$ cat src/design/ssdt_pkg.sv
`default_nettype none

package ssdt_pkg;

  // Stream bus widths
  localparam int IN_TDATA_W  = 72;
  localparam int IN_TUSER_W  = 3;
  localparam int OUT_TDATA_W = 8;
  localparam int OUT_TUSER_W = 2;

  // Socket configuration registers
  localparam int SOCK_REGS = 4;
  localparam int SOCK_W    = 19;
  localparam int CFG_IDX_W = 2;

  typedef logic [SOCK_W-1:0] sock_reg_t;

  typedef enum logic [1:0] {
    OP_PACKET  = 2'd0,
    OP_CONNECT = 2'd1,
    OP_ACCEPT  = 2'd2,
    OP_CLOSE   = 2'd3
  } opcode_e;

  typedef enum logic [1:0] {
    ST_OK   = 2'd0,
    ST_NEW  = 2'd1,
    ST_FAIL = 2'd2
  } status_e;

  // One stream table entry as kept in memory; the live flag is held in flops.
  typedef struct packed {
    logic [1:0]  owner;
    logic [31:0] ip;
    logic [15:0] port;
    logic        accepted;
    logic        udp;
  } entry_t;

  localparam int ENTRY_W = $bits(entry_t);

  typedef struct packed {
    opcode_e     opcode;
    logic [1:0]  socket_index;
    logic [2:0]  stream_index;
    logic [31:0] remote_ip;
    logic [15:0] remote_port;
    logic [15:0] local_port;
    logic        is_udp;
  } req_t;

  function automatic logic sock_used(input sock_reg_t r);
    return r[0];
  endfunction

  function automatic logic sock_listen(input sock_reg_t r);
    return r[1];
  endfunction

  function automatic logic sock_udp(input sock_reg_t r);
    return r[2];
  endfunction

  function automatic logic [15:0] sock_port(input sock_reg_t r);
    return r[18:3];
  endfunction

endpackage

`default_nettype wire

$ cat src/design/socket_stream_demux_table.sv
`default_nettype none

// Connection lookup table for up to STREAM_COUNT streams owned by up to
// SOCKET_COUNT configured sockets. Each request on the slave stream is one
// of: incoming packet (match a live stream by protocol, remote IP and port,
// else open a pending stream on the first listening socket whose protocol
// and local port fit), connect (open an accepted stream for a non-listening
// socket), accept (mark the first pending stream of a listening socket) or
// close (free a stream). Every request returns exactly one result: status
// 0 matched/done, 1 new stream, 2 failed (stream id and mode then read 0).
// Stream entries sit in a single-port-read synchronous RAM; live and
// written flags are flops cleared by reset, so no clearing pass is needed.
// Packet, connect and accept scan the whole table, reading one table entry
// per cycle through the RAM read port; close reads only its own entry. A
// finished result sits in the output register while the next request is
// already being scanned. The user must write socket registers through cfg_*
// only while no request is in flight; the block does not enforce it.

module socket_stream_demux_table #(
  parameter int STREAM_COUNT = 8,
  parameter int SOCKET_COUNT = 4
) (
  input  wire logic                               clk_i,
  input  wire logic                               rst_ni,
  // config write port
  input  wire logic                               cfg_we_i,
  input  wire logic [ssdt_pkg::CFG_IDX_W-1:0]     cfg_idx_i,
  input  wire logic [ssdt_pkg::SOCK_W-1:0]        cfg_wdata_i,
  // request stream
  input  wire logic                               s_axis_tvalid,
  output logic                                    s_axis_tready,
  // [1:0] socket_index, [4:2] stream_index, [36:5] remote_ip,
  // [52:37] remote_port, [68:53] local_port, [71:69] zero
  input  wire logic [ssdt_pkg::IN_TDATA_W-1:0]    s_axis_tdata,
  // [1:0] opcode, [2] is_udp
  input  wire logic [ssdt_pkg::IN_TUSER_W-1:0]    s_axis_tuser,
  // result stream
  output logic                                    m_axis_tvalid,
  input  wire logic                               m_axis_tready,
  // [2:0] stream_id, [3] stream_udp, [7:4] zero
  output logic      [ssdt_pkg::OUT_TDATA_W-1:0]   m_axis_tdata,
  // [1:0] status
  output logic      [ssdt_pkg::OUT_TUSER_W-1:0]   m_axis_tuser
);

  import ssdt_pkg::*;

  localparam int IdxW = (STREAM_COUNT > 1) ? $clog2(STREAM_COUNT) : 1;
  localparam int CntW = $clog2(STREAM_COUNT + 1);
  localparam int ExtW = (IdxW > 3) ? IdxW : 3;

  typedef enum logic [2:0] {
    S_IDLE,
    S_SCAN,
    S_READ,
    S_DECIDE,
    S_PUSH
  } state_e;

  state_e state_q;

  // socket registers
  sock_reg_t sock_q [SOCK_REGS];

  always_ff @(posedge clk_i or negedge rst_ni) begin
    if (!rst_ni) begin
      for (int i = 0; i < SOCK_REGS; i++) begin
        sock_q[i] <= '0;
      end
    end else if (cfg_we_i) begin
      sock_q[cfg_idx_i] <= cfg_wdata_i;
    end
  end

  // latched request
  req_t req_q;
  req_t req_in;

  always_comb begin
    req_in.opcode       = opcode_e'(s_axis_tuser[1:0]);
    req_in.is_udp       = s_axis_tuser[2];
    req_in.socket_index = s_axis_tdata[1:0];
    req_in.stream_index = s_axis_tdata[4:2];
    req_in.remote_ip    = s_axis_tdata[36:5];
    req_in.remote_port  = s_axis_tdata[52:37];
    req_in.local_port   = s_axis_tdata[68:53];
  end

  // stream table flags
  logic [STREAM_COUNT-1:0] live_q;
  logic [STREAM_COUNT-1:0] wr_q;   // entry written at least once since reset

  // scan state
  logic [CntW-1:0] cnt_q;
  logic            rvld_q;
  logic [IdxW-1:0] ridx_q;
  logic            hit_q;
  logic [IdxW-1:0] hit_idx_q;
  entry_t          hit_ent_q;
  logic            free_q;
  logic [IdxW-1:0] free_idx_q;

  // result
  status_e         res_status_q;
  logic [IdxW-1:0] res_idx_q;
  logic            res_udp_q;

  logic            out_valid_q;
  status_e         out_status_q;
  logic [2:0]      out_id_q;
  logic            out_udp_q;

  // RAM
  logic               ram_we;
  logic [IdxW-1:0]    ram_waddr;
  logic [ENTRY_W-1:0] ram_wdata;
  logic               ram_re;
  logic [IdxW-1:0]    ram_raddr;
  logic [ENTRY_W-1:0] ram_rdata;
  entry_t             ram_ent;

  assign ram_ent = entry_t'(ram_rdata);

  // request decode
  logic            si_ok;
  logic            sk_ok;
  logic [ExtW-1:0] si_ext;
  logic [IdxW-1:0] si_idx;
  sock_reg_t       sk_reg;

  assign si_ok  = 32'(req_q.stream_index) < STREAM_COUNT;
  assign sk_ok  = 32'(req_q.socket_index) < SOCKET_COUNT;
  assign si_ext = ExtW'(req_q.stream_index);
  assign si_idx = si_ext[IdxW-1:0];
  assign sk_reg = sock_q[req_q.socket_index];

  // scan read issue
  logic scan_re;
  assign scan_re   = (state_q == S_SCAN) && (cnt_q < CntW'(STREAM_COUNT));
  assign ram_re    = scan_re || ((state_q == S_READ) && si_ok);
  assign ram_raddr = (state_q == S_READ) ? si_idx : cnt_q[IdxW-1:0];

  // candidate check on the entry that came back this cycle
  logic live_r;
  logic cand;

  always_comb begin
    live_r = live_q[ridx_q];
    case (req_q.opcode)
      OP_PACKET: cand = live_r && (sock_udp(sock_q[ram_ent.owner]) == req_q.is_udp) &&
                        (ram_ent.port == req_q.remote_port) &&
                        (ram_ent.ip == req_q.remote_ip);
      OP_ACCEPT: cand = live_r && !ram_ent.accepted &&
                        (ram_ent.owner == req_q.socket_index);
      default:   cand = 1'b0;
    endcase
  end

  // first listening socket for the packet's protocol and destination port
  logic       lsn_found;
  logic [1:0] lsn_idx;
  logic       lsn_udp;

  always_comb begin
    lsn_found = 1'b0;
    lsn_idx   = '0;
    lsn_udp   = 1'b0;
    for (int i = 0; i < SOCKET_COUNT; i++) begin
      if (!lsn_found && sock_used(sock_q[i]) && sock_listen(sock_q[i]) &&
          (sock_udp(sock_q[i]) == req_q.is_udp) &&
          (sock_port(sock_q[i]) == req_q.local_port)) begin
        lsn_found = 1'b1;
        lsn_idx   = 2'(i);
        lsn_udp   = sock_udp(sock_q[i]);
      end
    end
  end

  // decision after the scan
  logic            dec_we;
  logic [IdxW-1:0] dec_waddr;
  entry_t          dec_wdata;
  logic            dec_close;
  status_e         dec_status;
  logic [IdxW-1:0] dec_idx;
  logic            dec_udp;

  always_comb begin
    dec_we     = 1'b0;
    dec_waddr  = free_idx_q;
    dec_wdata  = '0;
    dec_close  = 1'b0;
    dec_status = ST_FAIL;
    dec_idx    = '0;
    dec_udp    = 1'b0;
    unique case (req_q.opcode)
      OP_PACKET: begin
        if (hit_q) begin
          dec_status = ST_OK;
          dec_idx    = hit_idx_q;
          dec_udp    = hit_ent_q.udp;
        end else if (lsn_found && free_q) begin
          dec_we             = 1'b1;
          dec_wdata.owner    = lsn_idx;
          dec_wdata.ip       = req_q.remote_ip;
          dec_wdata.port     = req_q.remote_port;
          dec_wdata.accepted = 1'b0;
          dec_wdata.udp      = lsn_udp;
          dec_status         = ST_NEW;
          dec_idx            = free_idx_q;
          dec_udp            = lsn_udp;
        end
      end
      OP_CONNECT: begin
        if (sk_ok && sock_used(sk_reg) && !sock_listen(sk_reg) && free_q) begin
          dec_we             = 1'b1;
          dec_wdata.owner    = req_q.socket_index;
          dec_wdata.ip       = req_q.remote_ip;
          dec_wdata.port     = req_q.remote_port;
          dec_wdata.accepted = 1'b1;
          dec_wdata.udp      = sock_udp(sk_reg);
          dec_status         = ST_NEW;
          dec_idx            = free_idx_q;
          dec_udp            = sock_udp(sk_reg);
        end
      end
      OP_ACCEPT: begin
        if (sk_ok && sock_used(sk_reg) && sock_listen(sk_reg) && hit_q) begin
          dec_we             = 1'b1;
          dec_waddr          = hit_idx_q;
          dec_wdata          = hit_ent_q;
          dec_wdata.accepted = 1'b1;
          dec_status         = ST_OK;
          dec_idx            = hit_idx_q;
          dec_udp            = hit_ent_q.udp;
        end
      end
      OP_CLOSE: begin
        if (si_ok) begin
          dec_close  = 1'b1;
          dec_status = ST_OK;
          dec_idx    = si_idx;
          // never-written entry reads as the reset value
          dec_udp    = ram_ent.udp && wr_q[si_idx];
        end
      end
    endcase
  end

  assign ram_we    = (state_q == S_DECIDE) && dec_we;
  assign ram_waddr = dec_waddr;
  assign ram_wdata = ENTRY_W'(dec_wdata);

  ssdt_ram #(
    .WIDTH (ENTRY_W),
    .DEPTH (STREAM_COUNT)
  ) u_ram (
    .clk_i   (clk_i),
    .we_i    (ram_we),
    .waddr_i (ram_waddr),
    .wdata_i (ram_wdata),
    .re_i    (ram_re),
    .raddr_i (ram_raddr),
    .rdata_o (ram_rdata)
  );

  logic            push_fire;
  logic [ExtW-1:0] res_id_ext;

  assign push_fire  = (state_q == S_PUSH) && (!out_valid_q || m_axis_tready);
  assign res_id_ext = ExtW'(res_idx_q);

  always_ff @(posedge clk_i or negedge rst_ni) begin
    if (!rst_ni) begin
      state_q     <= S_IDLE;
      live_q      <= '0;
      wr_q        <= '0;
      cnt_q       <= '0;
      rvld_q      <= 1'b0;
      hit_q       <= 1'b0;
      free_q      <= 1'b0;
      out_valid_q <= 1'b0;
    end else begin
      rvld_q <= scan_re;
      ridx_q <= cnt_q[IdxW-1:0];

      if (push_fire) begin
        out_valid_q  <= 1'b1;
        out_status_q <= res_status_q;
        out_id_q     <= res_id_ext[2:0];
        out_udp_q    <= res_udp_q;
      end else if (m_axis_tready) begin
        out_valid_q <= 1'b0;
      end

      unique case (state_q)
        S_IDLE: begin
          if (s_axis_tvalid) begin
            req_q  <= req_in;
            cnt_q  <= '0;
            hit_q  <= 1'b0;
            free_q <= 1'b0;
            state_q <= (req_in.opcode == OP_CLOSE) ? S_READ : S_SCAN;
          end
        end
        S_SCAN: begin
          if (scan_re) begin
            cnt_q <= cnt_q + 1'b1;
          end
          if (rvld_q) begin
            if (!hit_q && cand) begin
              hit_q     <= 1'b1;
              hit_idx_q <= ridx_q;
              hit_ent_q <= ram_ent;
            end
            if (!free_q && !live_r) begin
              free_q     <= 1'b1;
              free_idx_q <= ridx_q;
            end
          end
          // last entry is checked in the cycle the count reaches the end
          if (cnt_q == CntW'(STREAM_COUNT)) begin
            state_q <= S_DECIDE;
          end
        end
        S_READ: begin
          state_q <= S_DECIDE;
        end
        S_DECIDE: begin
          if (dec_we) begin
            live_q[dec_waddr] <= 1'b1;
            wr_q[dec_waddr]   <= 1'b1;
          end
          if (dec_close) begin
            live_q[si_idx] <= 1'b0;
          end
          res_status_q <= dec_status;
          res_idx_q    <= dec_idx;
          res_udp_q    <= dec_udp;
          state_q      <= S_PUSH;
        end
        S_PUSH: begin
          if (push_fire) begin
            state_q <= S_IDLE;
          end
        end
        default: state_q <= S_IDLE;
      endcase
    end
  end

  assign s_axis_tready = (state_q == S_IDLE);
  assign m_axis_tvalid = out_valid_q;
  assign m_axis_tuser  = out_status_q;
  assign m_axis_tdata  = {4'b0000, out_udp_q, out_id_q};

  // an entry written by the decision is live and readable afterwards
  assert property (@(posedge clk_i) disable iff (!rst_ni)
    ram_we |=> (live_q[$past(ram_waddr)] && wr_q[$past(ram_waddr)]))
    else $error("allocated stream not marked live");

  // a failed request carries zero id and mode
  assert property (@(posedge clk_i) disable iff (!rst_ni)
    (m_axis_tvalid && (m_axis_tuser == ST_FAIL)) |-> (m_axis_tdata[3:0] == 4'b0000))
    else $error("failed result with nonzero stream fields");

  // scan counter stays within the table
  assert property (@(posedge clk_i) disable iff (!rst_ni)
    cnt_q <= CntW'(STREAM_COUNT))
    else $error("scan counter past table end");

  // table is never written while a scan read is in flight
  assert property (@(posedge clk_i) disable iff (!rst_ni)
    !(ram_we && ram_re))
    else $error("table write overlaps table read");

endmodule

`default_nettype wire

$ cat src/design/ssdt_ram.sv
`default_nettype none

module ssdt_ram #(
  parameter int WIDTH = 8,
  parameter int DEPTH = 8
) (
  input  wire logic                                   clk_i,
  input  wire logic                                   we_i,
  input  wire logic [((DEPTH > 1) ? $clog2(DEPTH) : 1)-1:0] waddr_i,
  input  wire logic [WIDTH-1:0]                       wdata_i,
  input  wire logic                                   re_i,
  input  wire logic [((DEPTH > 1) ? $clog2(DEPTH) : 1)-1:0] raddr_i,
  output logic      [WIDTH-1:0]                       rdata_o
);

  logic [WIDTH-1:0] mem_q [DEPTH];
  logic [WIDTH-1:0] rdata_q;

  always_ff @(posedge clk_i) begin
    if (we_i) begin
      mem_q[waddr_i] <= wdata_i;
    end
    if (re_i) begin
      rdata_q <= mem_q[raddr_i];
    end
  end

  assign rdata_o = rdata_q;

endmodule

`default_nettype wire

$ cat config.mk
export PLATFORM = sky130hd
export DESIGN_NAME = socket_stream_demux_table
export DESIGN_NICKNAME = d
export VERILOG_FILES = /design/src/design/ssdt_pkg.sv /design/src/design/socket_stream_demux_table.sv /design/src/design/ssdt_ram.sv
export SDC_FILE = /design/constraint.sdc
export NUM_CORES = 1
export LEC_CHECK = 0
export ABC_AREA = 1
export BUFFER_PORTS_ARGS = -buffer_cell sky130_fd_sc_hd__buf_2
export CELL_PAD_IN_SITES_DETAIL_PLACEMENT = 1
export CELL_PAD_IN_SITES_GLOBAL_PLACEMENT = 2
export CORE_AREA = 2 2 183 364
export DETAILED_ROUTE_END_ITERATION = 6
export DIE_AREA = 0 0 185 366
export GPL_ROUTABILITY_DRIVEN = 1
export PLACE_DENSITY_LB_ADDON = 0.1
export SLEW_MARGIN = 20
export SYNTH_ARGS = -nofsm -noshare
export SYNTH_HDL_FRONTEND = slang
export SYNTH_SLANG_ARGS = --single-unit
$ cat constraint.sdc
create_clock -name clk_i -period 7.7 [get_ports clk_i]
set_input_delay 0.77 -clock clk_i [delete_from_list [all_inputs] [get_ports clk_i]]
set_output_delay 0.77 -clock clk_i [all_outputs]
set_load 0.02 [all_outputs]
==> impl_metrics.prom, run 1 <==
# TYPE chip_impl_metric gauge
chip_impl_metric{name="final-hold-violation-count",unit=""} 0
chip_impl_metric{name="power.density_cell_area",unit="mW/mm2"} 329
chip_impl_metric{name="fmax",unit="MHz"} 206
chip_impl_metric{name="core",unit="mm2"} 0.0647
chip_impl_metric{name="max-slew-margin-rel",unit=""} 0.260
chip_impl_metric{name="dpl.hpwl",unit="mm"} 56.0
chip_impl_metric{name="cts_htree_levels",unit=""} 3
chip_impl_metric{name="hold_buffers",unit=""} 0
chip_impl_metric{name="gpl.final_weighted_congestion",unit=""} 0.983
chip_impl_metric{name="worst-slew-pin-transition",unit="ns"} 1.11
chip_impl_metric{name="cts.repair_timing.setup_buffer_count",unit=""} 0
chip_impl_metric{name="route.detailed.drc",unit=""} 0
chip_impl_metric{name="routed-via-count",unit=""} 19700
chip_impl_metric{name="timing.final.max_slew_violations",unit=""} 0
chip_impl_metric{name="fp.dieArea",unit="mm2"} 0.0677
chip_impl_info{name="crit_path_class",value="register to register"} 1
chip_impl_metric{name="first_pass_grt_wire_length",unit="mm"} 133
chip_impl_metric{name="fin_util",unit=""} 0.509
chip_impl_metric{name="ff2ff_setup_slack",unit="ns"} 2.85
chip_impl_metric{name="globalRouteTotalUtil",unit=""} 0.271
chip_impl_metric{name="worst_path_max_fanout",unit=""} 53
chip_impl_metric{name="cts_buffers",unit=""} 66
chip_impl_metric{name="syn-instance-count",unit=""} 2469
chip_impl_info{name="yosys_most_used_dff",value="sky130_fd_sc_hd__edfxtp_1"} 1
chip_impl_metric{name="dp_slack",unit="ns"} 2.76
chip_impl_metric{name="worst_endpoint_required_time",unit="ns"} 7.96
chip_impl_metric{name="tns",unit="ns"} 0
chip_impl_info{name="clock-root-buffer",value="sky130_fd_sc_hd__clkbuf_16"} 1
chip_impl_metric{name="count_of_distinct_cell_types_in_the_synthesized_netlist",unit=""} 50
chip_impl_metric{name="max_cap_violations",unit=""} 0
chip_impl_metric{name="resized_cells_post_cts",unit=""} 0
chip_impl_info{name="tritoncts_clock_tree",value="done"} 1
chip_impl_metric{name="drt_wl_total",unit="mm"} 90.1
chip_impl_info{name="reg2reg_from",value="req_q[68]$_DFFE_PP_"} 1
chip_impl_info{name="r2r-end",value="u_ram.mem_q[0][34]$_DFFE_PP_"} 1
chip_impl_metric{name="number_of_global_route_vias_before_repair",unit=""} 21500
chip_impl_metric{name="ys.warnings.count",unit=""} 0
chip_impl_metric{name="detail_route.vias_per_cell",unit=""} 5.65
chip_impl_metric{name="number_of_antenna_violations_at_the_first_check_in_global_routing",unit=""} 7
chip_impl_metric{name="layout_setup_ws",unit="ns"} 2.85
chip_impl_metric{name="skew",unit="ns"} 0.0276
chip_impl_info{name="top_library_cells_by_usage_in_the_layout_fill_and_taps_aside",value="sky130_fd_sc_hd__edfxtp_1 (612), sky130_fd_sc_hd__nand2_1 (409), sky130_fd_sc_hd__o21ai_0 (307)"} 1
chip_impl_metric{name="mappedNetlistArea",unit="mm2"} 0.0295
chip_impl_metric{name="final_design_area_no_fill",unit="mm2"} 0.0330
chip_impl_info{name="most_common_cell_after_layout_fill_and_taps_aside",value="sky130_fd_sc_hd__edfxtp_1"} 1
chip_impl_info{name="outcome",value="finished, final reports clean"} 1
chip_impl_metric{name="synth_sequential_area_ratio",unit=""} 0.710
chip_impl_metric{name="setup_viol",unit=""} 0
chip_impl_metric{name="synth_enable_flop_cells",unit=""} 612
chip_impl_metric{name="clkSlewWorstSetupHoldPaths",unit="ns"} 0.07
chip_impl_metric{name="p_total",unit="mW"} 10.9
chip_impl_metric{name="power.static_leakage",unit="nW"} 12.3
chip_impl_metric{name="worst_ep_arrival_time",unit="ns"} 5.11
chip_impl_metric{name="boundaryPins",unit=""} 113
chip_impl_metric{name="initial_utilization",unit=""} 0.456
chip_impl_metric{name="clock_sink_count",unit=""} 715
chip_impl_metric{name="post_drt_wl_per_cell",unit="um"} 25.9
chip_impl_info{name="grt_setup_unrepaired",value="no"} 1
chip_impl_metric{name="number_of_nets_in_the_final_layout",unit=""} 2663
chip_impl_metric{name="drtAntennaViolNets",unit=""} 0
chip_impl_metric{name="final-instance-count-excl-fill",unit=""} 3481
chip_impl_metric{name="whs",unit="ns"} 0.0520
chip_impl_metric{name="post-place-cells",unit=""} 3363
chip_impl_metric{name="ff2ff_path_depth",unit=""} 14
chip_impl_metric{name="final_worst_path_period_need",unit="ns"} 4.85
chip_impl_metric{name="grt.overflow.total",unit=""} 0
chip_impl_metric{name="synthArstFlopShare",unit=""} 0.144
chip_impl_metric{name="placementRows",unit=""} 132
chip_impl_metric{name="ir_drop",unit="V"} 0.000249
chip_impl_info{name="worst_setup_path_end_kind",value="register"} 1
chip_impl_metric{name="dieWidth",unit="um"} 185
chip_impl_metric{name="die_y",unit="um"} 366
chip_impl_metric{name="place_area",unit="mm2"} 0.0309
chip_impl_metric{name="drt_pre_antenna_iters",unit=""} 5
chip_impl_metric{name="postSynthRegisterBits",unit=""} 715
chip_impl_metric{name="syn_avg_cell_area",unit="um2"} 12.0
chip_impl_metric{name="number_of_buffers_between_clock_root_and_the_deepest_sink",unit=""} 3
chip_impl_metric{name="grt_max_degree",unit=""} 110
chip_impl_info{name="critPathLaunchType",value="register"} 1
chip_impl_metric{name="worstSkewPairLatency",unit="ns"} 0.64
chip_impl_metric{name="drive_above_1_share",unit=""} 0.115
chip_impl_metric{name="port_buffers",unit=""} 105
chip_impl_info{name="hold_class",value="input pin to asynchronous set/reset pin"} 1
chip_impl_metric{name="fin_crit_sh",unit=""} 0.629
chip_impl_metric{name="violation_count_after_the_first_detailed_routing_iteration",unit=""} 1133
chip_impl_metric{name="layout-area-overhead-vs-synth",unit="%"} 11.7
[metal layers]
metal	share of wire	track usage	wire (um)
met5	0.00062	0	56
met1	0.36	0.290	32100
met4	0.066	0.167	5940
met3	0.047	0.0507	4210
met2	0.53	0.488	47700
[final cells by class]
cell class	count	area [um2]
clock buffers	81	1770
repair buffers	133	738
well taps	871	1090
inverters	196	743
multi-input cells	1448	7390
flip-flops and latches	715	21000
clock inverters	34	285
diodes	3	7.51
fillers	6778	31800
[worst max-delay path, stage by stage, from the launching register on]
cell	delay [ns]
sky130_fd_sc_hd__edfxtp_1	0.55
sky130_fd_sc_hd__inv_1	0.19
sky130_fd_sc_hd__nand2_1	0.08
sky130_fd_sc_hd__nand3_1	0.07
sky130_fd_sc_hd__nand2_1	0.12
sky130_fd_sc_hd__nor2_2	0.11
sky130_fd_sc_hd__nand2_2	0.10
sky130_fd_sc_hd__nor2_8	0.82
sky130_fd_sc_hd__inv_4	0.15
sky130_fd_sc_hd__nand2_1	0.35
sky130_fd_sc_hd__inv_2	0.08
sky130_fd_sc_hd__nand2_2	0.15
sky130_fd_sc_hd__nand4_1	0.25
sky130_fd_sc_hd__inv_2	0.81
sky130_fd_sc_hd__buf_4	0.57
[power breakdown]
| part | switching, mW | internal [mW] | leakage [nW] |
|---|---|---|---|
| Combinational | 1.93 | 0.770 | 4.42 |
| Sequential | 0.252 | 4.68 | 6.88 |
| Clock | 1.44 | 1.78 | 1.01 |
[cell usage after synthesis (2+ instances only)]
library cell | count | area (um2)
sky130_fd_sc_hd__nand2_2 | 3 | 18.8
sky130_fd_sc_hd__dfrtp_1 | 103 | 2580
sky130_fd_sc_hd__inv_1 | 176 | 661
sky130_fd_sc_hd__a21oi_1 | 19 | 95.1
sky130_fd_sc_hd__nand3b_1 | 3 | 22.5
sky130_fd_sc_hd__o211ai_1 | 5 | 37.5
sky130_fd_sc_hd__a211oi_1 | 4 | 30.0
sky130_fd_sc_hd__nor4_1 | 12 | 75.1
sky130_fd_sc_hd__o21ai_0 | 307 | 1540
sky130_fd_sc_hd__ha_1 | 2 | 25.0
sky130_fd_sc_hd__nand2_4 | 2 | 22.5
sky130_fd_sc_hd__a22o_1 | 15 | 131
sky130_fd_sc_hd__nor3_1 | 17 | 85.1
sky130_fd_sc_hd__o21ai_4 | 3 | 48.8
sky130_fd_sc_hd__buf_1 | 2 | 7.51
sky130_fd_sc_hd__o21ai_1 | 18 | 90.1
sky130_fd_sc_hd__a31oi_1 | 57 | 357
sky130_fd_sc_hd__o21ai_2 | 21 | 184
sky130_fd_sc_hd__o2111ai_1 | 3 | 26.3
sky130_fd_sc_hd__edfxtp_1 | 612 | 18400
sky130_fd_sc_hd__nand3_1 | 40 | 200
sky130_fd_sc_hd__nand2_1 | 410 | 1540
sky130_fd_sc_hd__inv_2 | 19 | 71.3
sky130_fd_sc_hd__o22ai_1 | 65 | 407
sky130_fd_sc_hd__buf_4 | 12 | 90.1
sky130_fd_sc_hd__buf_2 | 20 | 100
sky130_fd_sc_hd__o21bai_1 | 104 | 781
sky130_fd_sc_hd__nand4_1 | 32 | 200
sky130_fd_sc_hd__clkbuf_1 | 73 | 274
sky130_fd_sc_hd__clkbuf_2 | 4 | 20.0
sky130_fd_sc_hd__or2_2 | 5 | 31.3
sky130_fd_sc_hd__xnor2_1 | 10 | 87.6
sky130_fd_sc_hd__nor2_2 | 6 | 37.5
sky130_fd_sc_hd__xor2_1 | 23 | 201
sky130_fd_sc_hd__nor2_1 | 246 | 923
sky130_fd_sc_hd__buf_6 | 2 | 22.5
[logic make-up (layout without fill, tap and decap cells)]
| logic type | after synthesis | in the layout | share of synthesized area |
|---|---|---|---|
| other | 1 | 7 | 0.000127 |
| and+or+nand+nor | 782 | 782 | 0.109 |
| adders and majority gates | 2 | 2 | 0.000847 |
| xor gates and xnor gates | 33 | 33 | 0.00979 |
| DFF | 715 | 715 | 0.710 |
| buffers and inverters | 309 | 444 | 0.0424 |
| AOI/OAI and AO/OA | 627 | 627 | 0.128 |
[flip-flops by register name (all words and copies together), names as in the netlist, 2 cells and up]
signal and flops:
out_id_q 3, u_ram.mem_q 416, res_id_ext 3, state_q 3
si_ext 3, cnt_q 4, res_status_q 2, ridx_q 3
m_axis_tuser 2, hit_idx_q 3, u_ram.rdata_o 52, free_idx_q 3
hit_ent_q 51, wr_q 8, sock_q 76, req_q 69
live_q 8
[how the worst max path moves through the flow]
stage                             start                           end  slack, ns  cells after the start
floorplan                 s_axis_tvalid            req_q[0]$_DFFE_PP_       3.15                      4
global route        req_q[68]$_DFFE_PP_  u_ram.mem_q[0][46]$_DFFE_PP_       2.52                     14
detailed placement  req_q[68]$_DFFE_PP_  u_ram.mem_q[0][29]$_DFFE_PP_       2.76                     14
finish              req_q[68]$_DFFE_PP_  u_ram.mem_q[0][34]$_DFFE_PP_       2.85                     14
CTS                 req_q[68]$_DFFE_PP_  u_ram.mem_q[0][30]$_DFFE_PP_       2.73                     14
global placement    req_q[68]$_DFFE_PP_  u_ram.mem_q[0][29]$_DFFE_PP_       2.82                     14
No activity file was read; power rests on OpenSTA's default activity.
==> run 2, diff against run 1 <==
- CORE_AREA: 2 2 183 364 -> 2 2 189 376
- DIE_AREA: 0 0 185 366 -> 0 0 191 378
- clock period: 7.7 -> 5 ns (I/O delays scaled with it)
==> impl_metrics.prom, run 2 (same netlist as run 1, synthesis figures left out) <==
# TYPE chip_impl_metric gauge
chip_impl_metric{name="skew",unit="ns"} 0.0276
chip_impl_metric{name="initial_utilization",unit=""} 0.425
chip_impl_info{name="hold_class",value="input pin to register"} 1
chip_impl_info{name="crit_top_cell",value="sky130_fd_sc_hd__inv_2"} 1
chip_impl_info{name="most_common_cell_after_layout_fill_and_taps_aside",value="sky130_fd_sc_hd__edfxtp_1"} 1
chip_impl_metric{name="post-place-cells",unit=""} 3405
chip_impl_metric{name="grt_max_degree",unit=""} 161
chip_impl_metric{name="dieWidth",unit="um"} 191
chip_impl_metric{name="dpl.hpwl",unit="mm"} 50.9
chip_impl_metric{name="ff2ff_path_depth",unit=""} 14
chip_impl_metric{name="first_pass_grt_wire_length",unit="mm"} 127
chip_impl_metric{name="drt_pre_antenna_iters",unit=""} 5
chip_impl_info{name="largest_registers",value="u_ram.mem_q x416, sock_q x76, req_q x69"} 1
chip_impl_info{name="critPathSlowestCell",value="sky130_fd_sc_hd__buf_4"} 1
chip_impl_info{name="worst_path_dominant_cell_family",value="buffers and inverters"} 1
chip_impl_info{name="clock-root-buffer",value="sky130_fd_sc_hd__clkbuf_16"} 1
chip_impl_metric{name="drive_above_1_share",unit=""} 0.120
chip_impl_info{name="reg2reg_from",value="req_q[68]$_DFFE_PP_"} 1
chip_impl_metric{name="final_design_area_no_fill",unit="mm2"} 0.0339
chip_impl_metric{name="layout_setup_ws",unit="ns"} 1.10
chip_impl_metric{name="number_of_buffer_and_inverter_stages_on_the_critical_path",unit=""} 6
chip_impl_info{name="outcome",value="finished, final reports clean"} 1
chip_impl_metric{name="drtAntennaViolNets",unit=""} 0
chip_impl_metric{name="worst-slew-pin-transition",unit="ns"} 1.01
chip_impl_metric{name="power.density_cell_area",unit="mW/mm2"} 502
chip_impl_metric{name="core",unit="mm2"} 0.0694
chip_impl_metric{name="cts_htree_levels",unit=""} 3
chip_impl_metric{name="number_of_buffers_between_clock_root_and_the_deepest_sink",unit=""} 3
chip_impl_metric{name="dp_slack",unit="ns"} 1.05
chip_impl_metric{name="clkSlewWorstSetupHoldPaths",unit="ns"} 0.06
chip_impl_metric{name="tns",unit="ns"} 0
chip_impl_metric{name="worst_path_max_fanout",unit=""} 39
chip_impl_metric{name="post_drt_wl_per_cell",unit="um"} 23.4
chip_impl_metric{name="fp.dieArea",unit="mm2"} 0.0722
chip_impl_metric{name="place_area",unit="mm2"} 0.0311
chip_impl_metric{name="boundaryPins",unit=""} 113
chip_impl_info{name="worstHoldEndpoint",value="req_q[11]$_DFFE_PP_"} 1
chip_impl_metric{name="gpl.final_weighted_congestion",unit=""} 0.826
chip_impl_metric{name="hold_buffers",unit=""} 46
chip_impl_metric{name="hold_critical_path_depth",unit=""} 1
chip_impl_metric{name="drt_wl_total",unit="mm"} 83.6
chip_impl_metric{name="max-slew-margin-rel",unit=""} 0.326
chip_impl_metric{name="final-instance-count-excl-fill",unit=""} 3579
chip_impl_metric{name="flip_flop_count_of_the_largest_register_after_layout",unit=""} 416
chip_impl_metric{name="power.static_leakage",unit="nW"} 12.7
chip_impl_info{name="critPathLaunchType",value="register"} 1
chip_impl_metric{name="globalRouteTotalUtil",unit=""} 0.238
chip_impl_metric{name="number_of_global_route_vias_before_repair",unit=""} 20200
chip_impl_metric{name="layout-area-overhead-vs-synth",unit="%"} 14.8
chip_impl_metric{name="worstSkewPairLatency",unit="ns"} 0.66
chip_impl_metric{name="fmax",unit="MHz"} 256
chip_impl_info{name="tritoncts_clock_tree",value="done"} 1
chip_impl_metric{name="grt.overflow.total",unit=""} 0
chip_impl_info{name="worst_setup_path_end_kind",value="register"} 1
chip_impl_metric{name="route.detailed.drc",unit=""} 0
chip_impl_metric{name="cts.repair_timing.setup_buffer_count",unit=""} 0
chip_impl_metric{name="timing.final.max_slew_violations",unit=""} 0
chip_impl_metric{name="port_buffers",unit=""} 105
chip_impl_metric{name="worst_endpoint_required_time",unit="ns"} 5.27
chip_impl_metric{name="routed-via-count",unit=""} 19400
chip_impl_info{name="cp_cell_sequence",value="inv_1 > nand2_1 > nand3_1 > nand2_1 > inv_2 > nand3_1 > nor2_2 > inv_2 > nand2_1 > inv_2 > nand2_2 > nand4_1 > inv_2 > buf_4"} 1
chip_impl_metric{name="critical-path-max-stage-delay",unit="ns"} 0.72
chip_impl_metric{name="resized_cells_post_cts",unit=""} 0
chip_impl_metric{name="final_worst_path_period_need",unit="ns"} 3.90
chip_impl_info{name="r2r-end",value="u_ram.mem_q[6][23]$_DFFE_PP_"} 1
chip_impl_info{name="top_library_cells_by_usage_in_the_layout_fill_and_taps_aside",value="sky130_fd_sc_hd__edfxtp_1 (612), sky130_fd_sc_hd__nand2_1 (409), sky130_fd_sc_hd__o21ai_0 (307)"} 1
chip_impl_metric{name="ir_drop",unit="V"} 0.000972
chip_impl_info{name="grt_setup_unrepaired",value="no"} 1
chip_impl_metric{name="ff2ff_setup_slack",unit="ns"} 1.10
chip_impl_info{name="hp_start",value="s_axis_tdata[63]"} 1
chip_impl_metric{name="max_cap_violations",unit=""} 0
chip_impl_metric{name="clock_sink_count",unit=""} 715
chip_impl_info{name="registers.top_by_ff_count",value="u_ram.mem_q"} 1
chip_impl_metric{name="setup_viol",unit=""} 0
chip_impl_metric{name="detail_route.vias_per_cell",unit=""} 5.41
chip_impl_metric{name="fin_crit_sh",unit=""} 0.780
chip_impl_metric{name="number_of_antenna_violations_at_the_first_check_in_global_routing",unit=""} 0
chip_impl_metric{name="die_y",unit="um"} 378
chip_impl_metric{name="cts_buffers",unit=""} 70
chip_impl_info{name="crit_path_class",value="register to register"} 1
chip_impl_metric{name="worst_ep_arrival_time",unit="ns"} 4.17
chip_impl_metric{name="number_of_nets_in_the_final_layout",unit=""} 2723
chip_impl_metric{name="final-hold-violation-count",unit=""} 0
chip_impl_metric{name="placementRows",unit=""} 137
chip_impl_metric{name="violation_count_after_the_first_detailed_routing_iteration",unit=""} 1186
[run 2: how the worst max path moves through the flow]
stage / from / to / cells past startpoint / slack [ns]
4_1_cts: req_q[68]$_DFFE_PP_ / u_ram.mem_q[2][16]$_DFFE_PP_ / 14 / 1.03
2_1_floorplan: state_q[2]$_DFFE_PN0P_ / req_q[0]$_DFFE_PP_ / 5 / 0.55
3_5_place_dp: req_q[68]$_DFFE_PP_ / u_ram.mem_q[2][31]$_DFFE_PP_ / 14 / 1.05
5_1_grt: req_q[68]$_DFFE_PP_ / u_ram.mem_q[2][16]$_DFFE_PP_ / 13 / 0.77
6_report: req_q[68]$_DFFE_PP_ / u_ram.mem_q[6][23]$_DFFE_PP_ / 14 / 1.10
3_3_place_gp: req_q[68]$_DFFE_PP_ / u_ram.mem_q[2][43]$_DFFE_PP_ / 14 / 1.10
[run 2: through the flow]
stage / hold WS [ns] / utilization / power, mW
4_1_cts: 0.00215 / 0.488 / 17.2
6_report: 0.0443 / 0.488 / 17.0
3_5_place_dp: 0.408 / 0.449 / 11.8
5_1_grt: 0.0178 / 0.488 / 17.9
3_3_place_gp: 0.409 / 0.449 / 11.7
2_1_floorplan: 0.204 / - / 10.3
[run 2: layer usage]
metal / vias to the layer above / global-route usage / part of all wire
met5: - / 0 / 0
met4: 0 / 0.0622 / 0.019
met3: 98 / 0.0296 / 0.034
met2: 360 / 0.392 / 0.48
met1: 9860 / 0.332 / 0.46
li1: 9061 / - / -
[run 2: layout make-up]
| cell class | count | area, um2 |
|---|---|---|
| multi-input cells | 1448 | 7390 |
| diodes | 1 | 2.50 |
| clock inverters | 39 | 415 |
| inverters | 196 | 747 |
| clock buffers | 88 | 1870 |
| fillers | 7246 | 35500 |
| flip-flops and latches | 715 | 21000 |
| repair buffers | 189 | 1380 |
| well taps | 903 | 1130 |
[run 2: power by group]
| group | internal, mW | switching (mW) | leakage [nW] | total [mW] |
|---|---|---|---|---|
| sequential | 7.21 | 0.396 | 6.88 | 7.61 |
| clock | 3.00 | 2.34 | 1.11 | 5.34 |
| combinational | 1.25 | 2.82 | 4.69 | 4.06 |
